[src/rtl/velocity_gradient_invariants_defines.svh]
// Assertion macros for the velocity gradient invariants block.
`ifndef VELOCITY_GRADIENT_INVARIANTS_DEFINES_SVH
`define VELOCITY_GRADIENT_INVARIANTS_DEFINES_SVH
`ifndef NO_ASSERTIONS
`define VGI_ASSERT_IMPL(label, clk, rst_n, ante, cons) \
  label: assert property (@(posedge clk) disable iff (!rst_n) (ante) |-> (cons)) \
    else $error("vgi: same-cycle check failed");
`define VGI_ASSERT_NEXT(label, clk, rst_n, ante, cons) \
  label: assert property (@(posedge clk) disable iff (!rst_n) (ante) |=> (cons)) \
    else $error("vgi: next-cycle check failed");
`else
`define VGI_ASSERT_IMPL(label, clk, rst_n, ante, cons)
`define VGI_ASSERT_NEXT(label, clk, rst_n, ante, cons)
`endif
`endif

[src/rtl/vgi_pkg.sv]
package vgi_pkg;

  localparam int SW    = 33;      // S and R entries, Q.17
  localparam int PW    = 66;      // product of two entries
  localparam int W2    = 68;      // S^2 and R^2 entries
  localparam int SPLIT = 34;      // low half of a split operand
  localparam int PP3W  = 68;
  localparam int PP4W  = 70;
  localparam int TR2W  = 70;
  localparam int W3    = 104;
  localparam int W4    = 140;
  localparam int RN    = 34;      // integer root width
  localparam int M2    = 2 * RN;
  localparam int M3    = 3 * RN;
  localparam int M4    = 4 * RN;
  localparam logic [31:0] Q_MAX = 32'h7FFF_FFFF;

  typedef logic signed [SW-1:0]   s_t;
  typedef logic signed [PW-1:0]   p_t;
  typedef logic signed [W2-1:0]   w2_t;
  typedef logic signed [PP3W-1:0] pp3_t;
  typedef logic signed [PP4W-1:0] pp4_t;
  typedef logic signed [TR2W-1:0] tr2_t;
  typedef logic signed [W3-1:0]   w3_t;
  typedef logic signed [W4-1:0]   w4_t;

  typedef struct packed {
    logic signed [31:0] du_dx;
    logic signed [31:0] dv_dx;
    logic signed [31:0] dw_dx;
    logic signed [31:0] du_dy;
    logic signed [31:0] dv_dy;
    logic signed [31:0] dw_dy;
    logic signed [31:0] du_dz;
    logic signed [31:0] dv_dz;
    logic signed [31:0] dw_dz;
  } in_item_t;

  typedef struct packed {
    logic signed [31:0] strain_sq_root;
    logic signed [31:0] rot_sq_root;
    logic signed [31:0] strain_cube_root;
    logic signed [31:0] rot_strain_cube_root;
    logic signed [31:0] rot_strain_fourth_root;
  } out_item_t;

  typedef struct packed {
    logic          neg_s2;
    logic          neg_r2;
    logic          neg_s3;
    logic          neg_r3;
    logic          neg_4;
    logic [M2-1:0] m2s;
    logic [M2-1:0] m2r;
    logic [M3-1:0] m3s;
    logic [M3-1:0] m3r;
    logic [M4-1:0] m4;
  } trace_mag_t;

  // halve the Q.17 root, saturate, restore sign
  function automatic logic signed [31:0] fmt_root(input logic neg, input logic [RN-1:0] root);
    logic [RN-2:0] mag;
    logic [31:0]   res;
    mag = root[RN-1:1];
    res = (|mag[RN-2:31]) ? Q_MAX : {1'b0, mag[30:0]};
    return neg ? -res : res;
  endfunction

endpackage

[src/rtl/vgi_sqrt.sv]
module vgi_sqrt #(
  parameter int N = 34
) (
  input  logic             clk,
  input  logic             en,
  input  logic             sign_i,
  input  logic [2*N-1:0]   m_i,
  output logic             sign_o,
  output logic [N-1:0]     root_o
);
  import vgi_pkg::*;

  localparam int RW = N + 3;

  logic [RW-1:0]  rem_r [N];
  logic [N-1:0]   root_r [N];
  logic [2*N-1:0] x_r [N];
  logic           sg_r [N];

  // one result bit per stage, restoring
  for (genvar k = 0; k < N; k++) begin : g_step
    logic [RW-1:0]  rem_in;
    logic [RW-1:0]  rem_sh;
    logic [RW-1:0]  trial;
    logic [RW-1:0]  rem_nxt;
    logic [N-1:0]   root_in;
    logic [N-1:0]   root_nxt;
    logic [2*N-1:0] x_in;
    logic           sg_in;
    logic           ge;
    if (k == 0) begin : g_first
      assign rem_in  = '0;
      assign root_in = '0;
      assign x_in    = m_i;
      assign sg_in   = sign_i;
    end else begin : g_next
      assign rem_in  = rem_r[k-1];
      assign root_in = root_r[k-1];
      assign x_in    = x_r[k-1];
      assign sg_in   = sg_r[k-1];
    end
    assign rem_sh   = {rem_in[RW-3:0], x_in[2*N-1 -: 2]};
    assign trial    = {1'b0, root_in, 2'b01};
    assign ge       = (rem_sh >= trial);
    assign rem_nxt  = ge ? (rem_sh - trial) : rem_sh;
    assign root_nxt = {root_in[N-2:0], ge};
    always_ff @(posedge clk) begin
      if (en) begin
        rem_r[k]  <= rem_nxt;
        root_r[k] <= root_nxt;
        x_r[k]    <= {x_in[2*N-3:0], 2'b00};
        sg_r[k]   <= sg_in;
      end
    end
  end

  assign sign_o = sg_r[N-1];
  assign root_o = root_r[N-1];

endmodule

[config.mk]
export PLATFORM = sky130hd
export DESIGN_NAME = vgi_sqrt
export DESIGN_NICKNAME = d
export VERILOG_FILES = /design/src/rtl/velocity_gradient_invariants_defines.svh /design/src/rtl/vgi_pkg.sv /design/src/rtl/vgi_sqrt.sv
export SDC_FILE = /design/constraint.sdc
export NUM_CORES = 2
export LEC_CHECK = 0
export ABC_AREA = 0
export BUFFER_PORTS_ARGS = -buffer_cell sky130_fd_sc_hd__buf_2
export CORE_UTILIZATION = 32
export CTS_BUF_LIST = sky130_fd_sc_hd__clkbuf_4 sky130_fd_sc_hd__clkbuf_8 sky130_fd_sc_hd__clkbuf_16
export CTS_CLUSTER_DIAMETER = 30
export CTS_CLUSTER_SIZE = 10
export DETAILED_ROUTE_END_ITERATION = 10
export GPL_TIMING_DRIVEN = 0
export SETUP_SLACK_MARGIN = 0.2
export SYNTH_ARGS = -nofsm -noshare
export SYNTH_HDL_FRONTEND = slang
export SYNTH_MEMORY_MAX_BITS = 65536
export SYNTH_SLANG_ARGS = --single-unit
[constraint.sdc]
create_clock -name clk -period 4.4 [get_ports clk]
set_input_delay 0.22 -clock clk [delete_from_list [all_inputs] [get_ports clk]]
set_output_delay 0.22 -clock clk [all_outputs]
set_load 0.01 [all_outputs]
### After elaboration in Yosys (flattened, before gate mapping)

Memories as Yosys holds them, arrays and structs flattened.
Cells that the tools add are included.

* bits in registers: 0
* latch bits: 0
* bits in writable memories: 4692
* memory bits (read-only): 0
* input port bits: 71
* output and inout port bits: 35
* logic and storage cells: 108
* memories kept: 4

* add/subtract/negate cells: 34
* multiply operators: 0
* div/mod/pow operators: 0
* $lt $le $gt $ge: 34
* equal/unequal tests: 0
* shift-type cells: 0
* multiplexer cells: 36
* bitwise gates (word level): 0
* reductions and logical operators: 0

Memories
* x_r: depth 34, bits a word 66, rd ports 33, clocked after memory_dff 0, wr ports 34, RTL line vgi_sqrt.sv:17 `logic [2*N-1:0] x_r [N];`
* rem_r: depth 34, bits a word 37, rd ports 33, clocked after memory_dff 0, wr ports 34, RTL line vgi_sqrt.sv:15 `logic [RW-1:0] rem_r [N];`
* root_r: depth 34, bits a word 34, rd ports 34, clocked after memory_dff 0, wr ports 34, RTL line vgi_sqrt.sv:16 `logic [N-1:0] root_r [N];`
* sg_r: depth 34, bits a word 1, rd ports 34, clocked after memory_dff 0, wr ports 34, RTL line vgi_sqrt.sv:18 `logic sg_r [N];`

Operator list (count)
* two-way mux 37 bit: 34
* greater-or-equal comparator 37 x 36 -> 1 bit: 33
* subtractor 37 x 36 -> 37 bit: 33
* subtractor 2 x 1 -> 3 bit, second input constant: 1
* greater-or-equal comparator 2 x 1 -> 1 bit, second input constant: 1
* two-way mux 1 bit: 2

### Logic depth before layout (Yosys ltp)

An unclocked memory read counts as a cell.

* depth in word-level cells: 3
* mapped depth: 16
* depth with buffers taken out: 14

### Worst setup path after synthesis

No wires, ideal clock.

* path kind: flip-flop to flip-flop
* start: memory rem_r[2][11] (netlist name)
* end: memory rem_r[3][31] (netlist name) (data pin)
* setup time: 260 ps
* arrival: 3433 ps
* data required time: 4140 ps
* setup slack: 708 ps
* stages on the path, launching flop included: 12
* buffers on the path: 1
* period minus slack after synthesis: 3692 ps
* path through: edfxtp_1 > nor4_4 > nand4_2 > or4_4 > buf_6 > clkinv_4 > a21oi_2 > or4_4 > or3_4 > or4b_4 > or3_4 > xnor2_2

RTL lines (RTL line)
* start: declaration: vgi_sqrt.sv:15

==> impl_metrics.toml <==
[placement]
dp.cells = 15698
dp_hpwl_um = 190000
port-buffer-count = 105
place.gp.congestion = 0.881

[die]
die-width_um = 644
core_area_mm2 = 0.410
die_h_um = 644
die-area_mm2 = 0.414
rows = 235
start_util_pct = 32.2
io_pins = 106

[global_route]
overflow = 0
grt_max_degree = 182
grt_pass1_wl_um = 429000
grt_util_all_layers_pct = 12.8
grt_pass1_vias = 79688
grt_use_met1_pct = 15.9
grt.busiest_layer = "met2"
antenna_found_initial = 6
met2_usage_pct = 21.8
grtUsageMet3_pct = 2.44

[logic_synthesis]
netlist_area_mm2 = 0.132
yosysTopAreaCell = "edfxtp_1"
synthesis.nets = 10827
syn_area_per_cell_um2 = 13.0
netlist_instances = 10125
synth-seq-cells = 2853
synth_edf_count = 2853
yosys.cell_types.count = 94
synthArstFlopShare_pct = 0
ys.flop_type = "edfxtp_1"
yosysSeqAreaShare_pct = 65.0
ys_warn_count = 0
yosysTopAreaCellShare_pct = 65.0
synth_area_leaders = "edfxtp_1 (65%), ha_1 (6.0%), xnor2_1 (3.2%)"

[sta]
hold-worst-slack_ns = 0.336
timing.setup.tns_ns = 0
hold_viol = 0
maxSlewHeadroom_pct = 25.0
skew_ns = 0.0822
setup_viol = 0
tightest_slew_ns = 1.11
slew_viol_final = 0
rsz0062_at_grt = "yes"
period_share_pct = 93.3
clock.fmax_mhz = 244
period_needed_ns = 4.11

[layout]
instances_no_fill = 17039
layout.nets = 11756
syn2layout_area_growth_pct = 24.6
seq_area_mm2 = 0.0857
multi_input_area_mm2 = 0.0426
utilization_pct = 40.1
drive_above_1_share_pct = 13.2
fill_cells = 38044

[clock_network]
clkLatencyLatePin_ns = 1.00
numCtsBuffers = 650
tritoncts = "built"
clock_sinks = 2853
htreeDepth = 6
clock-root-buffer = "clkbuf_16"
cts.reportedPaths.clkPinSlew_ns = 0.05
clockBufferDepth = 4

[power]
p_int_mw = 74.0
p_clk_share_pct = 47.7
peakVddDrop_v = 0.000378
powerDensity_mw_per_mm2 = 617
p_sw_share_pct = 26.9
leakagePower_nw = 63.0
power_frac_comb_pct = 16.0
power_mw = 101
p_sw_mw = 27.2
p_seq_share_pct = 36.3

[routing]
wl_per_cell_um = 16.1
via_count = 80159
routed_via_density = 4.70
drt-total-wl_um = 274000
route.detailed.drc = 0
drt-initial-drc-count = 5424
detail-route-antenna-nets = 0
dr.pass1.iters = 6

[hold_path]
min_path_type = "flip-flop to flip-flop"
min_from = "x_r[12][36]$_DFFE_PP_"
hold_path_end = "x_r[13][38]$_DFFE_PP_"
min_path_cells = 0

[critical_path]
rrSetupSlack_ns = 0.29
cp_data_arrival_time_ns = 4.84
critPathMaxFanout = 6
cp.required_ns = 5.13
reg2reg_depth = 10
reg2reg_to = "rem_r[19][32]$_DFFE_PP_"
path_class = "flip-flop to flip-flop"
timing.rr.start = "rem_r[18][12]$_DFFE_PP_"
startpoint_type = "flip-flop"
end_kind = "flip-flop"
critPathLaunch = "rem_r[18][12]$_DFFE_PP_"

[job]
cap_violations = 0

[outcome]
status = "finished, final reports clean"
[cell families after synthesis]
family | share of synthesized area [%]
compound gates | 9.70
simple gates | 9.57
mux | 0.675
flops | 65.0
fa+ha+maj | 5.99
buf+inv | 2.87
xor+xnor | 6.15
other cells | 0.00285
[critical path, stage by stage (launching register included)]
cell and delay (ns):
edfxtp_1 0.41, ha_1 0.42, nand3_1 0.20, or4b_2 0.69, or4b_1 0.62, and3_1 0.25, and2_1 0.14, clkbuf_1 0.19
a2111o_1 0.54, nor4_2 0.27, xor2_1 0.10
[sequential cells by signal, indices dropped and copies added (netlist names)]
register	cells
root_r	595
x_r	1122
rem_r	1102
sg_r	34
[cells in the mapped netlist (all sizes together), types with 117 or more instances]
cell type and instances:
a21o 320, a21oi 582, clkbuf 176, edfxtp 2853, ha 631, inv 804, nand2 779, nand2b 134
nand3 158, nand4 117, nor2 535, nor3 243, nor4 131, o21ai 606, xnor2 479, xor2 445
[routing by layer]
layer | share of wire (%) | up-vias
met1 | 44 | 38181
met4 | 3.7 | 0
met2 | 48 | 1772
li1 | - | 39582
met3 | 4.7 | 624
met5 | 0 | -
[worst max path at each step]
| stage | depth (start not counted) | endpoint | slack (ns) |
|---|---|---|---|
| finish | 10 | rem_r[19][32]$_DFFE_PP_ | 0.29 |
| floorplan | 11 | rem_r[3][31]$_DFFE_PP_ | 0.71 |
| global route | 12 | rem_r[12][34]$_DFFE_PP_ | 0.15 |
| global placement | 1 | x_r[12][35]$_DFFE_PP_ | -43.87 |
| detailed placement | 13 | rem_r[29][25]$_DFFE_PP_ | -1.04 |
| CTS | 9 | rem_r[15][33]$_DFFE_PP_ | 0.20 |
[cell type report]
| class | instances | share of cell area, % |
|---|---|---|
| Sequential cell | 2853 | 52.2 |
| Clock inverter | 444 | 3.37 |
| Buffer | 198 | 0.520 |
| Multi-Input combinational cell | 6269 | 26.0 |
| Inverter | 805 | 1.84 |
| Clock buffer | 738 | 10.4 |
| Antenna cell | 4 | 0.00610 |
| Tap cell | 5451 | 4.16 |
| Timing Repair Buffer | 277 | 1.56 |
[layout by cell type (no fill, tap or decap), types with 50 or more instances in the layout]
cell type	synthesis	layout
mux2_2	71	71
edfxtp_1	2853	2853
bufinv_16	0	81
or3_1	100	100
clkinv_2	0	98
nor4_1	128	120
o21ai_0	604	594
clkbuf_1	176	126
or2_2	51	51
clkbuf_4	0	87
nand2_1	779	779
o31ai_1	66	62
a21o_1	320	320
nand3_1	158	157
nor2b_1	85	85
clkinv_1	0	75
dlygate4sd3_1	0	140
xor2_1	445	445
nor3_1	241	240
o21a_1	116	116
ha_1	631	631
clkinvlp_4	0	76
inv_1	804	804
clkbuf_2	0	50
xnor2_1	478	478
buf_2	3	115
nor2_1	535	535
nand2b_1	134	134
clkbuf_16	0	656
nand4_1	116	116
a21oi_1	580	574
[metrics by stage]
stage	worst slack, ns	area [um2]
finish	0.294	164000
floorplan	0.708	132000
global placement	-43.87	139000
CTS	0.201	164000
global route	0.153	164000
detailed placement	-1.04	140000
[repair_timing]
action                     in CTS  in global routing
pin swaps                       4                 10
gates resized for setup        68                100
setup endpoints to repair     348                480
buffers inserted                6                  8
hold buffers                  141                  0
hold endpoints to repair      221                  0
gates cloned                    0                  0
[power groups by stage]
| stage | Combinational, mW | Sequential, mW | Clock [mW] |
|---|---|---|---|
| after global placement | 15.0 | 39.3 | 0 |
| after floorplan | 11.8 | 36.2 | 0 |
| final | 16.2 | 36.8 | 48.3 |
| after detailed placement | 15.8 | 37.3 | 0 |
| after global routing | 18.1 | 37.1 | 50.8 |
| after CTS | 16.1 | 36.8 | 49.5 |
Power figures use the tool's default switching activity.
